===== src/sv/hodm_ram.sv =====
module hodm_ram #(
  parameter int WIDTH = 8,
  parameter int DEPTH = 256,
  localparam int AW = (DEPTH > 1) ? $clog2(DEPTH) : 1
) (
  input  logic             clk,
  input  logic             we,
  input  logic [AW-1:0]    waddr,
  input  logic [WIDTH-1:0] wdata,
  input  logic [AW-1:0]    raddr,
  output logic [WIDTH-1:0] rdata
);

  logic [WIDTH-1:0] mem [DEPTH];

  always_ff @(posedge clk) begin
    if (we) begin
      mem[waddr] <= wdata;
    end
    rdata <= mem[raddr];
  end

endmodule


===== config.mk =====
export PLATFORM = sky130hd
export DESIGN_NAME = hodm_ram
export DESIGN_NICKNAME = d
export VERILOG_FILES = /design/src/sv/hodm_ram.sv
export SDC_FILE = /design/constraint.sdc
export NUM_CORES = 2
export LEC_CHECK = 0
export ABC_AREA = 1
export BUFFER_PORTS_ARGS = -buffer_cell sky130_fd_sc_hd__buf_2
export CORE_MARGIN = 4
export CORE_UTILIZATION = 27
export DETAILED_ROUTE_END_ITERATION = 7
export SYNTH_ARGS = -nofsm -noshare
export SYNTH_HDL_FRONTEND = slang
export SYNTH_SLANG_ARGS = --single-unit

===== constraint.sdc =====
create_clock -name clk -period 2 [get_ports clk]
set_clock_uncertainty 0.1 [all_clocks]
set_input_delay 0.2 -clock clk [delete_from_list [all_inputs] [get_ports clk]]
set_output_delay 0.2 -clock clk [all_outputs]
set_load 0.005 [all_outputs]

; After elaboration in Yosys (flattened, before gate mapping)
; Memory sizes are Yosys's and may differ from the RTL's. A register that Yosys moved wholly into a read port is not among the register bits.
; Index checks and enable logic that the tools add are counted.
[totals]
input_bits = 26
mem_bits_ro = 0
ram_bits = 2048
regBits = 0
wordCells = 3
out_inout_bits = 8
latch_bits = 0
memories = 1
[memory_table]
columns = name, words, word_bits, rd, rd_clocked_by_memory_dff, write_ports, line_no
row1 = mem, 256, 8, 1, 1, 1, 14  ; logic [WIDTH-1:0] mem [DEPTH];
[classes]
div_mod_pow = 0
magnitude_cmp = 0
shift = 0
n_reduce_logical = 0
multipliers = 0
bitwise_logic = 0
eq_ne = 0
n_addsub = 0
mux = 2
[ops]
columns = op, n
row1 = $mux 1, 2

; Longest topological paths before layout
[depth]
word_depth = 2
mapped_depth = 15
depth_no_buf = 11

; Worst setup path after synthesis
; OpenSTA, ideal clock, no wires.
[synth_timing]
kind = input port to flip-flop
start = input we
end = memory mem[162][0] (enable)
n_path_buf = 2
arrival_time_ns = 1.321
required_time_ns = 1.530
setup_slack_ns = 0.209
setup_time_ns = 0.370
path_stages = 4
cell_sequence = clkbuf_1 -> nand3_1 -> clkbuf_1 -> nor2_1
[synth_between]
elab_chain_len = 2
[synth_rtl]
columns = element, line_no
row1 = start: declaration, 7  ; input logic we,
row2 = $mux 1, 17  ; if (we) begin
row3 = $mux 1 (implied by the code), 18  ; mem[waddr] <= wdata;
row4 = end: declaration, 14
; No other way between the ends.

==> impl_results.md <==
* Synth area leader: edfxtp_1
* Maximum vdd ir drop at 0.700 mV
* Synth top area share at 0.737
* Tot Pwr at a little over 0.09 W
* I/O pin cnt at 34
* Tcrit/Tclk final at 0.996
* Required time of the worst setup path at roughly 2.6 ns
* Drt wl/cell at just over 20 um
* Pleak at about 35 nW
* GRT met3 Usage at 0.0247
* Final nets at between 7000 and 8000
* Main area contributors after synthesis: edfxtp_1 (74%), nand3_1 (12%), nand2_1 (9.6%)
* GR Util met1 at 0.198
* Setup TNS at 0 ns
* Vias/cell at 4.78
* R2R Setup Slk at 0.009 ns
* Slew Limit Fails at 0
* WP data arrival at ~2.6 ns
* Detailed Routing Iterations Pass 1 at 6
* Outcome: complete, no violations
* First-pass GRT wire length at between 300000 and 400000 um
* Port Buf Inserts at 33
* Fmax at between 0.5 and 0.6 GHz
* Clock sinks at about 2100
* CP endpoint kind: flop
* Clock Tree Buf Depth at 3
* Layout area overhead at 20.3%
* Worst Hold Class: primary input to flop
* Wirelength, routed at approximately 240000 um
* Worst-margin pin slew at ~0.68 ns
* Syn avg cell area at 11.9 sq um
* DP HPWL at ~150000 um
* Synth warn at 0
* Routed vias at around 56000
* Hold Fails Final Rpt at 0
* CTS tree: done
* Row count at between 200 and 250
* Mapped Nets at roughly 7000
* Final setup vio count at 0
* Tmin final at roughly 2 ns
* Largest net degree at the start of global routing at 79
* Routed Antenna Nets at 0
* Max Cap Viol at 0
* Proportion of layout cells with a drive suffix above 1 at 0.138
* Slew headroom at 0.547
* GRT busiest layer: met2
* Die Y at approximately 560 um
* GRT overflow at 0
* TritonCTS buffer count at roughly 200
* Initial antenna violation count at 5
* Gr usage total at 0.148
* DIE AREA at around 320000 sq um
* CTS H-tree lvls at 4
* Clock transition at path regs at roughly 0.07 ns
* Setup Fix Bufs, Post-CTS at 0
* Power Density at between 900 and 1000 nW/um^2
* Crit path max fanout at 1
* Root Driver: clkbuf_16
* Synthesized area at around 83000 sq um
* Drt drc at 0
* Met2 Use GR at 0.237
* Initial Util at 0.272
* Die X at 564 um
* CP Launch Type: flop
* Clk_lat worst skew at around 0.86 ns
* Cells after Synth at between 7000 and 8000
* Seq/Total Area, Yosys at 0.739
* CORE AREA at between 300000 and 400000 sq um
* Vias in the first global route at 54600
* Gp weighted congestion at 0.871
* Library cells used by synthesis at 14
* Critical path class: flop to flop
* Unrepaired setup endpoints after global routing: true
* First-iteration detailed-routing DRC count at around 6600
* Synth Register Bits at about 2100
flip-flops by register name (all words and copies together), names as in the netlist:
signal / cells
rdata: 8
mem: 2048
metal layers:
metal | wire (um) | up-vias
met5 | 12 | -
met4 | 10800 | 2
met3 | 19500 | 451
met2 | 112000 | 2319
met1 | 98700 | 27600
li1 | - | 25900
logic make-up (layout without fill, tap and decap cells):
group / Yosys count / after routing / share of synthesized area
other cells: 0 / 9 / 0
flops: 2056 / 2056 / 0.739
simple gates: 4425 / 4425 / 0.229
buf+inv: 522 / 1166 / 0.0312
cell usage in the layout, fill, tap and decap left out:
cell / count
buf_12: 154
buf_2: 20
buf_4: 561
buf_8: 11
bufinv_16: 17
clkbuf_1: 41
clkbuf_16: 203
clkbuf_8: 7
clkinv_1: 30
clkinv_16: 2
clkinv_2: 47
clkinv_4: 2
clkinv_8: 4
clkinvlp_4: 7
dfxtp_1: 6
dfxtp_2: 2
diode_2: 9
dlygate4sd3_1: 15
edfxtp_1: 2048
inv_1: 34
inv_16: 2
inv_2: 1
inv_4: 1
inv_6: 5
inv_8: 2
nand2_1: 2119
nand2_2: 4
nand3_1: 2015
nand3_2: 4
nor2_1: 283
stage by stage:
| step | setup slack (ns) | instance area [sq um] | utilization | hold slack, ns | instances |
|---|---|---|---|---|---|
| 4_1_cts | 0.0142 | 100000 | 0.327 | 0.0381 | 11700 |
| 6_report | 0.00880 | 100000 | 0.327 | 0.0922 | 11800 |
| 3_5_place_dp | -0.710 | 93700 | 0.306 | 0.489 | 11400 |
| 2_1_floorplan | 0.209 | 83400 | - | 0.199 | 7003 |
| 3_3_place_gp | -0.691 | 93700 | 0.306 | 0.489 | 11400 |
| 5_1_grt | -0.0136 | 100000 | 0.327 | 0.0912 | 11800 |
final cells by class:
type	count	area, sq um
diodes	9	22.5
well taps	4100	5130
inverters	39	180
multi-input cells	4425	19200
flip-flops and latches	2056	61700
clock inverters	115	1120
repair buffers	761	7710
clock buffers	251	5330
fillers	30200	206000
worst max-delay path, stage by stage (launching register included):
cell      delay, ns
edfxtp_1       0.36
nand2_1        0.07
nand3_1        0.09
nand3_1        0.10
nand3_1        0.13
nand3_1        0.18
nand3_1        0.24
nand3_1        0.23
nand2_1        0.10
nand2_2        0.21
nand2_1        0.08
path summary, 6_finish.rpt:
path | from | to | cells after the start
worst max register to register | mem[47][4]$_DFFE_PP_ | rdata[4]$_DFF_P_ | 10
worst min-delay path | raddr[5] | rdata[1]$_DFF_P_ | 7
worst min register to register | mem[108][1]$_DFFE_PP_ | rdata[1]$_DFF_P_ | 10
worst max-delay path | mem[47][4]$_DFFE_PP_ | rdata[4]$_DFF_P_ | 10
power breakdown:
part | total, W | leakage (nW) | switching (W) | internal (W)
Sequential | 0.0475 | 18.5 | 0.0000685 | 0.0475
Combinational | 0.00629 | 13.7 | 0.00434 | 0.00195
Clock | 0.0372 | 3.16 | 0.0161 | 0.0211
repair_timing:
action	4_1_cts	5_1_grt
endpoints found under the hold margin	1995	0
cloned	0	0
setup endpoints to repair	6	18
resized for setup	6	4
hold buffers	15	0
synthesized netlist by cell type:
cell type / number
buf_1: 40
buf_2: 268
buf_4: 46
buf_6: 16
buf_8: 1
clkbuf_1: 112
dfxtp_1: 8
edfxtp_1: 2048
inv_1: 36
inv_2: 2
inv_4: 1
nand2_1: 2123
nand3_1: 2019
nor2_1: 283
Note: power is estimated with default switching activity, not from simulation.
