[config.mk]
export PLATFORM = sky130hd
export DESIGN_NAME = hodm_front
export DESIGN_NICKNAME = d
export VERILOG_FILES = /design/src/sv/hodm_pkg.sv /design/src/sv/hodm_front.sv
export SDC_FILE = /design/constraint.sdc
export NUM_CORES = 1
export LEC_CHECK = 0
export BUFFER_PORTS_ARGS = -buffer_cell sky130_fd_sc_hd__buf_2
export CAP_MARGIN = 0
export CORE_ASPECT_RATIO = 1.4
export CORE_MARGIN = 3
export CORE_UTILIZATION = 45
export DETAILED_ROUTE_END_ITERATION = 6
export PLACE_DENSITY = 0.79
export SYNTH_ARGS = -nofsm -noshare
export SYNTH_HDL_FRONTEND = slang
export SYNTH_SLANG_ARGS = --single-unit
[constraint.sdc]
create_clock -name clk -period 4.3 [get_ports clk]
set_input_delay 0.645 -clock clk [delete_from_list [all_inputs] [get_ports clk]]
set_output_delay 0.645 -clock clk [all_outputs]
set_load 0.03 [all_outputs]
[src/sv/hodm_pkg.sv]
package hodm_pkg;

  localparam logic [1:0] CMD_DICT  = 2'd0;
  localparam logic [1:0] CMD_QUERY = 2'd1;
  localparam logic [1:0] CMD_CLEAR = 2'd2;

  localparam logic [7:0] CHAR_LOWER_A = 8'd97;
  localparam logic [7:0] FOLD_OFFSET  = 8'd32;
  localparam logic [5:0] POS_MAX      = 6'd63;

  typedef struct packed {
    logic [5:0] len;
    logic       too_long;
  } job_t;

  function automatic logic [7:0] fold_char(input logic [7:0] raw);
    fold_char = (raw < CHAR_LOWER_A) ? raw + FOLD_OFFSET : raw;
  endfunction

endpackage

[src/sv/hodm_front.sv]
module hodm_front import hodm_pkg::*; #(
  parameter int MAX_WORDS = 256,
  parameter int MAX_LEN   = 32,
  localparam int WAW = $clog2(MAX_WORDS + 1),
  localparam int PW  = (MAX_LEN > 1) ? $clog2(MAX_LEN) : 1
) (
  input  logic                 clk,
  input  logic                 rst_n,
  input  logic                 in_take,
  input  logic [1:0]           in_command,
  input  logic [7:0]           in_char_code,
  input  logic                 in_word_end,
  output logic                 st_we,
  output logic [WAW-1:0]       st_word,
  output logic [PW-1:0]        st_pos,
  output logic [7:0]           st_char,
  output logic                 len_we,
  output logic                 q_we,
  output logic                 job_push,
  output job_t                 job,
  output logic [WAW-1:0]       word_count,
  output logic                 overflow
);

  logic [WAW-1:0] count_r, count_nxt;
  logic [5:0]     pos_r, pos_nxt;
  logic           ovf_r, ovf_nxt;
  logic           is_char;
  logic           too_long;
  logic           room;
  logic [7:0]     c;

  assign is_char  = in_take && (in_command == CMD_DICT || in_command == CMD_QUERY);
  assign too_long = pos_r >= 6'(MAX_LEN);
  assign room     = count_r < WAW'(MAX_WORDS);
  assign c        = fold_char(in_char_code);

  assign st_we    = is_char && !too_long && room;
  assign q_we     = is_char && !too_long;
  assign st_word  = count_r;
  assign st_pos   = PW'(pos_r);
  assign st_char  = c;
  assign len_we   = is_char && in_word_end && in_command == CMD_DICT && !too_long && room;
  assign job_push = is_char && in_word_end && in_command == CMD_QUERY;
  assign job.len       = pos_r + 6'd1;
  assign job.too_long  = too_long;
  assign word_count = count_r;
  assign overflow   = ovf_r;

  always_comb begin
    count_nxt = count_r;
    pos_nxt   = pos_r;
    ovf_nxt   = ovf_r;
    if (in_take && in_command == CMD_CLEAR) begin
      count_nxt = '0;
      pos_nxt   = '0;
      ovf_nxt   = 1'b0;
    end else if (is_char) begin
      if (pos_r < POS_MAX) begin
        pos_nxt = pos_r + 6'd1;
      end
      if (in_word_end) begin
        pos_nxt = '0;
        if (in_command == CMD_DICT) begin
          if (too_long || !room) begin
            ovf_nxt = 1'b1;
          end else begin
            count_nxt = count_r + WAW'(1);
          end
        end
      end
    end
  end

  always_ff @(posedge clk) begin
    if (!rst_n) begin
      count_r <= '0;
      pos_r   <= '0;
      ovf_r   <= 1'b0;
    end else begin
      count_r <= count_nxt;
      pos_r   <= pos_nxt;
      ovf_r   <= ovf_nxt;
    end
  end

endmodule

# Word level (Yosys, flattened, before mapping)
# Index checks and enable logic that the tools add are counted.
[op_classes]
n_addsub = 3
mux = 3
n_reduce_logical = 19
order_cmp = 4
eq_ne = 2
n_bitwise = 2
[ops]
columns = ["op", "n"]
rows = [
  ["$mux W6", 2],
  ["$add A9 B1 Y9 const B", 1],
  ["$logic_and A1 B1 Y1", 9],
  ["$lt A9 B9 Y1 const B", 1],
  ["$add A8 B6 Y8 const B", 1],
  ["$lt A8 B7 Y1 const B", 1],
  ["$mux W8", 1],
  ["$reduce_and A4 Y1", 2],
  ["$add A6 B1 Y6 const B", 1],
  ["$ge A6 B6 Y1 const B", 1],
  ["$lt A6 B6 Y1 const B", 1],
  ["$eq A2 B1 Y1 const B", 1],
  ["$eq A2 B2 Y1 const B", 1],
  ["$logic_not A1 Y1", 2],
  ["$logic_not A2 Y1", 1],
  ["$logic_or A1 B1 Y1", 2],
  ["$not A1 Y1", 2],
  ["$reduce_and A2 Y1", 1],
  ["$reduce_bool A2 Y1", 1],
  ["$reduce_or A2 Y1", 1],
]
[totals]
input_bits = 14
out_inout_bits = 43
ff_bits = 16
elab_cells = 36

# Logic depth before layout (Yosys ltp)
[depth]
depth_word = 7
mapped_depth = 6
depth_no_buf = 5

# Worst setup path after synthesis
# No wires, ideal clock.
[synth_path]
path_type = "in2out"
startpoint = "in in_command[1]"
endpoint = "out st_we"
required_ns = 3.655
t_arrival_ns = 1.588
path_stages = 3
n_path_buf = 1
slack_ns = 2.067
cell_sequence = "nand2b_1 clkbuf_1 nor3_1"
[synth_via]
elab_chain_len = 5
word_cells_on_any_way = 6
classes_between = "eq/ne: 1; reduce/logical: 5"
[synth_rtl]
columns = ["element", "line", "source"]
rows = [
  ["start, declared", "hodm_front.sv:10", "input logic [1:0] in_command,"],
  ["$eq A2 B1 Y1 or $logic_not A2 Y1 (tied branches)", "hodm_front.sv:33", "assign is_char = in_take && (in_command == CMD_DICT || in_command == CMD_QUERY);"],
  ["$logic_or A1 B1 Y1 *", "hodm_front.sv:33", ""],
  ["$logic_and A1 B1 Y1 *", "hodm_front.sv:33", ""],
  ["$logic_and A1 B1 Y1 * (2 in series)", "hodm_front.sv:38", "assign st_we = is_char && !too_long && room;"],
  ["end, declared", "hodm_front.sv:13", "output logic st_we,"],
]
# Mark *: on every way between the ends. The rest lies on a longest branch, timed or not.

# Worst setup path after layout
[layout_path]
startpoint = "reg pos_r[5]"
endpoint = "out len_we"
[layout_via]
elab_chain_len = 4
[layout_rtl]
columns = ["element", "line", "source"]
rows = [
  ["start, declared", "hodm_front.sv:26", "logic [5:0] pos_r, pos_nxt;"],
  ["start signal, assigned", "hodm_front.sv:82", "pos_r <= pos_nxt;"],
  ["$ge A6 B6 Y1", "hodm_front.sv:34", "assign too_long = pos_r >= 6'(MAX_LEN);"],
  ["$logic_not A1 Y1", "hodm_front.sv:43", "assign len_we = is_char && in_word_end && in_command == CMD_DICT && !too_long && room;"],
  ["$logic_and A1 B1 Y1 (2 in series)", "hodm_front.sv:43", ""],
  ["end, declared", "hodm_front.sv:17", "output logic len_we,"],
]
# Every way passes these cells.

==> results.toml <==
[drt]
drc = 0
post_drt_wl_per_cell_um = 11.63
drtAntennaViolNets = 0
drt_iter0_drc = 16
first_pass_iters = 4
drt-total-wl_um = 2302
vias = 1036
viasPerCell = 5.232

[setup_path]
path_buf_inv = 2
required_ns = 3.65
arrival_ns = 1.68
cp-start-kind = "flip-flop"
crit_chain = "nor4b_4 > nand2_1 > inv_1 > buf_2"
slowest_stage = "nor4b_4"
path_max_fanout = 10
critPathCaptureType = "output pin"
worstSetupPathType = "flip-flop to output pin"
slowest_delay_ns = 0.52
cp_top_family = "simple AND/OR/NAND/NOR gates"

[final_layout]
final_util = 0.5650
final_common_cell = "buf_2"
drive_gt1_frac = 0.3750
area_growth_pct = 14.14
antennaDiodeCount = 0
final_nets = 195
final_cell_mix = "buf_2 (56), nor2_1 (16), dfxtp_1 (16)"

[yosys]
synth_edf_count = 0
synth_area_mm2 = 0.001115
yosys_warnings = 0
syn_inst = 142
synth_async_sr_flop_share = 0
synthTopCellsByArea = "dfxtp_1 (29%), buf_4 (13%), xor2_1 (6.3%)"
synthesis.nets = 160
yosysTopAreaCell = "dfxtp_1"
ys_seq_elements = 16
syn_avg_cell_area_um2 = 7.851
ys_types = 37
synth_top_area_frac = 0.2873
yosysSeqAreaShare = 0.2873
synth_flop_cell = "dfxtp_1"

[die]
start_util = 0.4950
rows = 20
die-area_mm2 = 0.003119
die_w_um = 48.07
core_mm2 = 0.002252
die_y_um = 64.89
io_pins = 57

[timing]
fin_skew_ns = 0.001019
fin_crit_ns = 2.324
hold_viol = 0
slew_viol_final = 0
setup_violations = 0
rsz0062_at_grt = "false"
worstMarginPinSlew_ns = 0.5206
setup-tns-final_ns = 0
timing.final.crit_share = 0.5404
clock.fmax_mhz = 430.3
timing.slew.headroom = 0.6521

[power]
p_sw_w = 0.00008449
p_per_area_mw_per_mm2 = 237.3
comb_power_share = 0.176
power.leakage_nw = 0.6918
peakVddDrop_mv = 0.2139
power_frac_seq = 0.496
p_clk_frac = 0.328
p_int_w = 0.0002175
switching_share = 0.2798

[global_routing]
grt.overflow.total = 0
grtUsageTotal = 0.1523
grt_start_max_net_pins = 17
grt_antenna_before_repair = 0
grt_pass1_vias = 896
grt_first_pass_wirelength_um = 3629

[placement]
portBuffers = 56
dp_hpwl_um = 1851
gp_congestion = 0.8280

[clock_tree]
path_clk_slew_ns = 0.09
clk_latency_ns = 0.29
cts_tree = "yes"
cts_setup_buffers = 0
cts_buffers = 3
clockBufferDepth = 2
clockRootBuffer = "clkbuf_4"
cts.repair.resized = 0
htree_levels = 1
holdBufCountCts = 0
cts_sinks = 16

[min_path]
hold_class = "flip-flop to flip-flop"

[run_status]
status = "finished clean"

[run]
max_cap_viol_count = 0
## power by group through the flow
stage	combinational, W	clock [W]	sequential, W
2_1_floorplan	0.0000387	0	0.000154
3_3_place_gp	0.0000521	0	0.000153
3_5_place_dp	0.0000532	0	0.000153
4_1_cts	0.0000533	0.000102	0.000150
5_1_grt	0.0000582	0.000108	0.000150
6_report	0.0000531	0.0000990	0.000150
## Yosys cell counts (all sizes together) (2+ instances only)
master and instances:
and2 2, o21ai 6, nand3 6, clkbuf 4, nand4 3, nor3 4
a31oi 2, nor2b 2, inv 8, and3 6, ha 4, nand2 8
dfxtp 16, xor2 8, nor2 16, a21oi 9, buf 21
## area by class of cell
type / count / area [um^2]
timing repair buffer: 56 / 280.3
inverter: 8 / 30.03
fill: 214 / 979.7
clock buffer: 4 / 36.28
tap: 22 / 27.53
multi-input combinational: 92 / 578.1
sequential: 16 / 320.3
## worst reg2reg max path: stages, from the launching register on
cell	delay, ns
dfxtp_1	0.35
ha_1	0.25
and3_1	0.26
a311oi_1	0.42
o21ai_0	0.17
a21oi_1	0.17
## path summary, 6_finish.rpt
path	startpoint	end	slack, ns	cells after the start
max	pos_r[5]	len_we	1.98	4
min reg2reg	overflow	overflow	0.48	2
min	overflow	overflow	0.48	2
max reg2reg	pos_r[0]	pos_r[5]	2.60	5
## cell families after synthesis
| group | synth area share |
|---|---|
| and+or+nand+nor | 0.2627 |
| buffers and inverters | 0.1942 |
| AOI/OAI and AO/OA | 0.1313 |
| DFF | 0.2873 |
| xor gates and xnor gates | 0.07071 |
| adders and majority gates | 0.04490 |
| muxes | 0.008979 |
## state kept, by name, summed over array words and instances, names as in the netlist
| register | count |
|---|---|
| st_word | 9 |
| overflow | 1 |
| pos_r | 6 |
## through the flow
stage                     total power [W]  std cells  instance area, um^2  setup slack, ns  hold WS [ns]
after floorplan                 0.0001925        142                 1115            2.067        0.4906
after global placement          0.0002053        194                 1236            2.047        0.4484
after detailed placement        0.0002065        194                 1236            2.021        0.4566
after CTS                       0.0003053        198                 1272            1.964        0.4782
after global routing            0.0003162        198                 1272            1.816        0.5161
final                           0.0003020        198                 1272            1.976        0.4797
## routing by layer
layer | vias to the layer above | GRT usage | routed length, um
met2 | 43 | 0.2616 | 1112
li1 | 532 | - | -
met4 | 0 | 0.06061 | 42
met3 | 5 | 0.01944 | 156
met1 | 456 | 0.1794 | 990
met5 | - | 0 | 0
Note: power is estimated with default switching activity, not from simulation.
