===== src/sv/hodm_pkg.sv =====
package hodm_pkg;

  localparam logic [1:0] CMD_DICT  = 2'd0;
  localparam logic [1:0] CMD_QUERY = 2'd1;
  localparam logic [1:0] CMD_CLEAR = 2'd2;

  localparam logic [7:0] CHAR_LOWER_A = 8'd97;
  localparam logic [7:0] FOLD_OFFSET  = 8'd32;
  localparam logic [5:0] POS_MAX      = 6'd63;

  typedef struct packed {
    logic [5:0] len;
    logic       too_long;
  } job_t;

  function automatic logic [7:0] fold_char(input logic [7:0] raw);
    fold_char = (raw < CHAR_LOWER_A) ? raw + FOLD_OFFSET : raw;
  endfunction

endpackage


===== src/sv/hodm_back.sv =====
module hodm_back import hodm_pkg::*; #(
  parameter int MAX_WORDS = 256,
  parameter int MAX_LEN   = 32,
  localparam int WAW = $clog2(MAX_WORDS + 1),
  localparam int WW  = (MAX_WORDS > 1) ? $clog2(MAX_WORDS) : 1,
  localparam int PW  = (MAX_LEN > 1) ? $clog2(MAX_LEN) : 1
) (
  input  logic           clk,
  input  logic           rst_n,
  input  logic           job_valid,
  input  job_t           job,
  input  logic [WAW-1:0] word_count,
  input  logic           overflow,
  output logic           job_pop,
  output logic [WW-1:0]  rd_word,
  output logic [PW-1:0]  rd_pos,
  input  logic [7:0]     st_rdata,
  input  logic [5:0]     len_rdata,
  input  logic [7:0]     q_rdata,
  output logic           out_valid,
  output logic           out_found,
  output logic           out_length_error,
  output logic           out_store_full
);

  typedef enum logic [3:0] {
    S_IDLE = 4'b0001,
    S_LEN  = 4'b0010,
    S_CMP  = 4'b0100,
    S_NEXT = 4'b1000
  } state_t;

  state_t         state_r, state_nxt;
  logic [WAW-1:0] w_r, w_nxt;
  logic [5:0]     j_r, j_nxt;
  logic [1:0]     diff_r, diff_nxt;
  logic           rd_pend_r, rd_pend_nxt;
  logic           found_r, found_nxt;
  logic           valid_r, valid_nxt;
  logic           done;

  assign rd_word = WW'(w_r);
  assign rd_pos  = PW'(j_r);
  assign out_valid        = valid_r;
  assign out_found        = found_r;
  assign out_length_error = valid_r && job.too_long;
  assign out_store_full   = overflow;

  always_comb begin
    state_nxt   = state_r;
    w_nxt       = w_r;
    j_nxt       = j_r;
    diff_nxt    = diff_r;
    rd_pend_nxt = 1'b0;
    found_nxt   = found_r;
    valid_nxt   = 1'b0;
    job_pop     = 1'b0;
    done        = 1'b0;
    unique case (state_r)
      S_IDLE: begin
        if (job_valid && !valid_r) begin
          w_nxt     = '0;
          found_nxt = 1'b0;
          if (job.too_long || word_count == '0) begin
            done = 1'b1;
          end else begin
            state_nxt   = S_LEN;
            rd_pend_nxt = 1'b1;
          end
        end
      end
      S_LEN: begin
        if (!rd_pend_r) begin
          if (len_rdata == job.len) begin
            state_nxt   = S_CMP;
            j_nxt       = 6'd0;
            diff_nxt    = 2'd0;
            rd_pend_nxt = 1'b1;
          end else begin
            state_nxt = S_NEXT;
          end
        end
      end
      S_CMP: begin
        if (rd_pend_r) begin
          j_nxt = j_r + 6'd1;
        end else begin
          if (st_rdata != q_rdata && diff_r != 2'd2) begin
            diff_nxt = diff_r + 2'd1;
          end
          if (j_r == job.len) begin
            state_nxt = S_NEXT;
            if (diff_r == 2'd0 || (diff_r == 2'd1 && st_rdata == q_rdata)) begin
              found_nxt = 1'b1;
              done      = 1'b1;
            end
          end else begin
            j_nxt       = j_r + 6'd1;
            rd_pend_nxt = 1'b0;
          end
        end
      end
      S_NEXT: begin
        if (w_r + WAW'(1) >= word_count) begin
          done = 1'b1;
        end else begin
          w_nxt       = w_r + WAW'(1);
          state_nxt   = S_LEN;
          rd_pend_nxt = 1'b1;
        end
      end
      default: state_nxt = S_IDLE;
    endcase
    if (done) begin
      state_nxt = S_IDLE;
      valid_nxt = 1'b1;
      job_pop   = 1'b1;
    end
  end

  always_ff @(posedge clk) begin
    if (!rst_n) begin
      state_r   <= S_IDLE;
      rd_pend_r <= 1'b0;
      valid_r   <= 1'b0;
    end else begin
      state_r   <= state_nxt;
      rd_pend_r <= rd_pend_nxt;
      valid_r   <= valid_nxt;
    end
    w_r     <= w_nxt;
    j_r     <= j_nxt;
    diff_r  <= diff_nxt;
    found_r <= found_nxt;
  end

endmodule

===== config.mk =====
export PLATFORM = sky130hd
export DESIGN_NAME = hodm_back
export DESIGN_NICKNAME = d
export VERILOG_FILES = /design/src/sv/hodm_pkg.sv /design/src/sv/hodm_back.sv
export SDC_FILE = /design/constraint.sdc
export NUM_CORES = 1
export LEC_CHECK = 0
export ABC_CLOCK_PERIOD_IN_PS = 4100
export BUFFER_PORTS_ARGS = -buffer_cell sky130_fd_sc_hd__buf_2
export CAP_MARGIN = 10
export CORE_MARGIN = 1.5
export CORE_UTILIZATION = 51
export CTS_CLUSTER_SIZE = 30
export DETAILED_ROUTE_END_ITERATION = 10
export GPL_TIMING_DRIVEN = 1
export HOLD_SLACK_MARGIN = 0.15
export PLACE_DENSITY = 0.81
export SKIP_LAST_GASP = 1
export SLEW_MARGIN = 40
export SYNTH_ARGS = -nofsm -noshare
export SYNTH_HDL_FRONTEND = slang
export SYNTH_SLANG_ARGS = --single-unit
export TNS_END_PERCENT = 30

===== constraint.sdc =====
create_clock -name clk -period 4.1 [get_ports clk]
set_input_delay 0.205 -clock clk [delete_from_list [all_inputs] [get_ports clk]]
set_output_delay 0.205 -clock clk [all_outputs]
set_load 0.02 [all_outputs]

Word-level counts from Yosys, hierarchy flattened

Cells that the tools add are included.
Widths: inputs -> output; s select.

$add $sub $neg: 3
Multipliers: 0
Div/mod/pow operators: 0
Order comparisons: 1
Eq/ne operators: 20
Shift operators: 0
Muxes and demuxes: 40
Bitwise operators: 1
Reduce and logical (&&, ||, !) cells: 18

Operator list:

| cell                | count |
|---|---|
| $mux 4              | 7 |
| $mux 6              | 4 |
| $ne 2x2->1 const B  | 10 |
| $mux 9              | 2 |
| $pmux 9 s2          | 1 |
| $mux 1              | 16 |
| $pmux 4 s4          | 1 |
| $eq 6x6->1          | 2 |
| $pmux 6 s2          | 1 |
| $reduce_and 5->1    | 2 |
| $add 9x1->9 const B | 1 |
| $ge 9x9->1          | 1 |
| $logic_not 9->1     | 1 |
| $eq 8x8->1          | 1 |
| $mux 2              | 4 |
| $ne 8x8->1          | 1 |
| $add 6x1->6 const B | 1 |
| $pmux 1 s3          | 2 |
| $reduce_and 6->1    | 1 |
| $reduce_bool 2->1   | 3 |
| $eq 4x1->1 const B  | 1 |
| $eq 4x2->1 const B  | 1 |
| $eq 4x3->1 const B  | 1 |
| $eq 4x4->1 const B  | 1 |
| other kinds (13)    | 17 |

Register bits after elaboration: 24
Latch bits: 0
Memory bits (writable): 0
ROM bits: 0
Output and inout bits: 18
Logic and storage cells: 90
Memories: 0

Depth between registers and ports, before layout

Word-level depth: 8
Gate-level depth with buffers: 10
Gate-level depth less buffers: 10

Worst setup path after synthesis

Ideal clock, no wire load.

Kind: flip-flop to flip-flop
From: register w_r[0]
To: register w_r[0] (enable)
Data arrival time: 2713 ps
Data required time: 3713 ps
Setup slack: 1000 ps
Stages on the path, launching flop included: 10
Period minus slack after synthesis: 3100 ps
Cells stage by stage: edfxtp_1 -> ha_1 -> nand3_1 -> nor2_1 -> xor2_1 -> ha_1 -> a21o_2 -> a21o_1 -> a221o_1 -> o21ai_0

Longest elaborated chain between the ends: 4

RTL lines:

| what                              | line             | RTL |
|---|---|---|
| from (decl)                       | hodm_back.sv:34  | `logic [WAW-1:0] w_r, w_nxt;` |
| from (signal assigned)            | hodm_back.sv:131 | `w_r <= w_nxt;` |
| $add 9x1->9                       | hodm_back.sv:104 | `if (w_r + WAW'(1) >= word_count) begin` |
| $ge 9x9->1                        | hodm_back.sv:104 |  |
| $ne 2x2->1 (no source line)       | -                |  |
| $reduce_and 3->1 (no source line) | -                |  |

No other way between the ends.
A chain may end at the register's enable or synchronous reset.

Worst setup path in the final report

From: register w_r[0]
To: output port job_pop

Longest elaborated chain between the ends: 5

RTL lines:

| what        | line             | RTL |
|---|---|---|
| $add 9x1->9 | hodm_back.sv:104 |  |
| $ge 9x9->1  | hodm_back.sv:104 |  |
| $mux 1      | hodm_back.sv:104 |  |
| $pmux 1 s3  | hodm_back.sv:59  | `unique case (state_r)` |
| $mux 1      | hodm_back.sv:114 | `if (done) begin` |
| to (decl)   | hodm_back.sv:14  | `output logic job_pop,` |

No other way between the ends.

==> summary.txt <==
DR WL/cell = 12.7 um
fin crit share = 80.5%
Syn Nets = 243
Worst Path Class, Setup = reg2out
starting density of the core = 53.5%
synth warn = 0
H-tree depth = 1
status = complete, no violations
average size of a mapped cell = 9.61 um2
FF/Latch Area = 661 um2
Final Hold Viols = 0
async set or reset register ratio after synthesis = 0%
Starting DRT DRC Count = 36
clock sinks = 24
Filler Cell Count = 313
worst rel slew slack = 72.5%
final hold slack = 0.343 ns
VDD IR max = 0.137 mV
Post-synth EDFFs = 18
vias per cell = 5.11
number of detailed-route iterations in the first pass = 4
post-route antenna net violation count = 0
ANT cells = 0
Final Skew = 0.0136 ns
Die W = 62.4 um
CP required = 3.89 ns
leak pwr = 0.983 nW
GRT Overall Usage = 19.7%
power per cell area = 237 mW/mm2
Worst Tran Pin Value = 0.407 ns
unrepaired setup endpoints after global routing = false
reg-to-reg setup timing slack = 1.15 ns
most common cell in the netlist = xnor2_1
sequential share of the synthesized area = 36.7%
Residual DRC = 0
Clock transition at path regs = 0.12 ns
Post-DP HPWL = 2920 um
multi-input logic area = 972 um2
antenna violations before repair = 0
Syn Inst Count = 187
# Post-CTS Setup Buffers = 0
root buffer cell = clkbuf_4
I/O pin count = 60
CTS tree = yes
area grow syn2layout = 15.4%
first-pass GRT wire length = 6230 um
Max-cap violations = 0
Startpoint Class = register
Mapped Area = 0.00180 mm2
worst min path class = in2reg
WL final = 3580 um
number of global-route vias before repair = 1489
Final Net Count = 292
clock buffer depth = 2
layout cells sized above 1 = 28.5%
synth cell count leaders = xnor2_1, edfxtp_1, nor2_1
Main synth FF type = edfxtp_1
die area = 0.00389 mm2
largest net degree at the start of global routing = 14
row count = 21
FMAX = 0.303 GHz
CTS buffer count = 3
GRT overflow = 0
Setup TNS = 0 ns
port bufs = 57
Synth area leader = edfxtp_1
max-slew violation count = 0
CP Capture Type = primary output
core footprint = 0.00336 mm2
synth top area cells = edfxtp_1, ha_1, xnor2_1
Die Y = 62.4 um
WP data arrival = 3.10 ns
register bit count reported by yosys = 24
clk_lat worst skew = 0.32 ns
min Tclk post-route = 3.30 ns
final setup fails = 0
post-synth top area share = 30.1%
post-synth cell types = 38
DR vias = 1435
Max FO, Critical Path = 6
Final GP Congestion = 0.743
==> layout by cell type, fill, tap and decap left out, drive strengths merged, types with 2 or more instances in the layout <==
cell type / count
nor4: 2
a211oi: 2
nand4: 4
ha: 14
and3: 3
a21oi: 3
a21o: 2
inv: 15
buf: 58
nor3: 5
nor2: 16
edfxtp: 18
nor2b: 2
nand2: 10
dfxtp: 6
clkbuf: 4
and2: 12
xnor2: 19
xor2: 13
o21ai: 4
nand3: 9
==> power breakdown <==
group | switching [mW] | leakage (nW) | internal (mW)
Sequential | 0.00830 | 0.242 | 0.268
Combinational | 0.0538 | 0.726 | 0.0526
Clock | 0.0709 | 0.0150 | 0.0380
Total | 0.133 | 0.983 | 0.359
==> stage by stage <==
| stage | instances | area, um2 | setup slack [ns] | util, % | power (mW) |
|---|---|---|---|---|---|
| floorplan | 187 | 1800 | 1.00 | - | 0.352 |
| global placement | 276 | 2040 | 1.29 | 60.6 | 0.386 |
| detailed placement | 276 | 2040 | 1.18 | 60.6 | 0.387 |
| CTS | 281 | 2080 | 0.808 | 61.7 | 0.495 |
| global route | 281 | 2080 | 0.524 | 61.7 | 0.519 |
| finish | 281 | 2080 | 0.798 | 61.7 | 0.492 |
==> flip-flops by register name (all words and copies together), names as in the netlist <==
register and cells:
diff_r 2, out_valid 1, rd_pend_r 1, state_r 4
w_r 9, j_r 6, out_found 1
==> cells by family after synthesis <==
group	after synthesis	synth area share, %
XOR/XNOR	32	15.6
AO/OA/AOI/OAI	16	7.24
flip-flops	24	36.7
multiplexers	1	0.557
AND/OR/NAND/NOR	70	20.9
buffers and inverters	30	9.19
adder cells (fa/ha/maj)	14	9.74
==> timing repair <==
action / 4_1_cts / 5_1_grt
resized for setup: 0 / 0
endpoints found under the setup margin: 0 / 0
hold buffers: 1 / 0
endpoints found under the hold margin: 1 / 0
==> per-layer routing <==
metal	up-vias	wire length, um	track usage, %	share of wire (%)
met5	-	0	0	0
met4	0	22	6.67	0.62
met3	2	119	2.16	3.3
met2	34	1830	35.3	51
met1	673	1600	24.6	45
li1	726	-	-	-
==> layout make-up <==
type	count	share of cell area (%)
well taps	46	2.77
flip-flops and latches	24	31.8
repair buffers	59	14.6
inverters	15	2.71
clock buffers	4	1.27
multi-input cells	133	46.8
==> worst paths after layout <==
kind / startpoint / cells past startpoint / to
setup / recovery: w_r[0] / 11 / job_pop
hold / removal: job[0] / 5 / state_r[0]
setup reg to reg: w_r[0] / 10 / w_r[6]
hold reg to reg: state_r[0] / 2 / state_r[0]
==> critical path, cell delays in order (launching register included) <==
cell      delay, ns
edfxtp_1       0.47
ha_1           0.23
nand3_1        0.11
nor2_1         0.19
xor2_1         0.24
ha_1           0.28
a21o_2         0.21
a21o_1         0.17
a221o_1        0.36
a211oi_4       0.32
inv_1          0.06
buf_2          0.16
(Power assumes the default switching activity.)
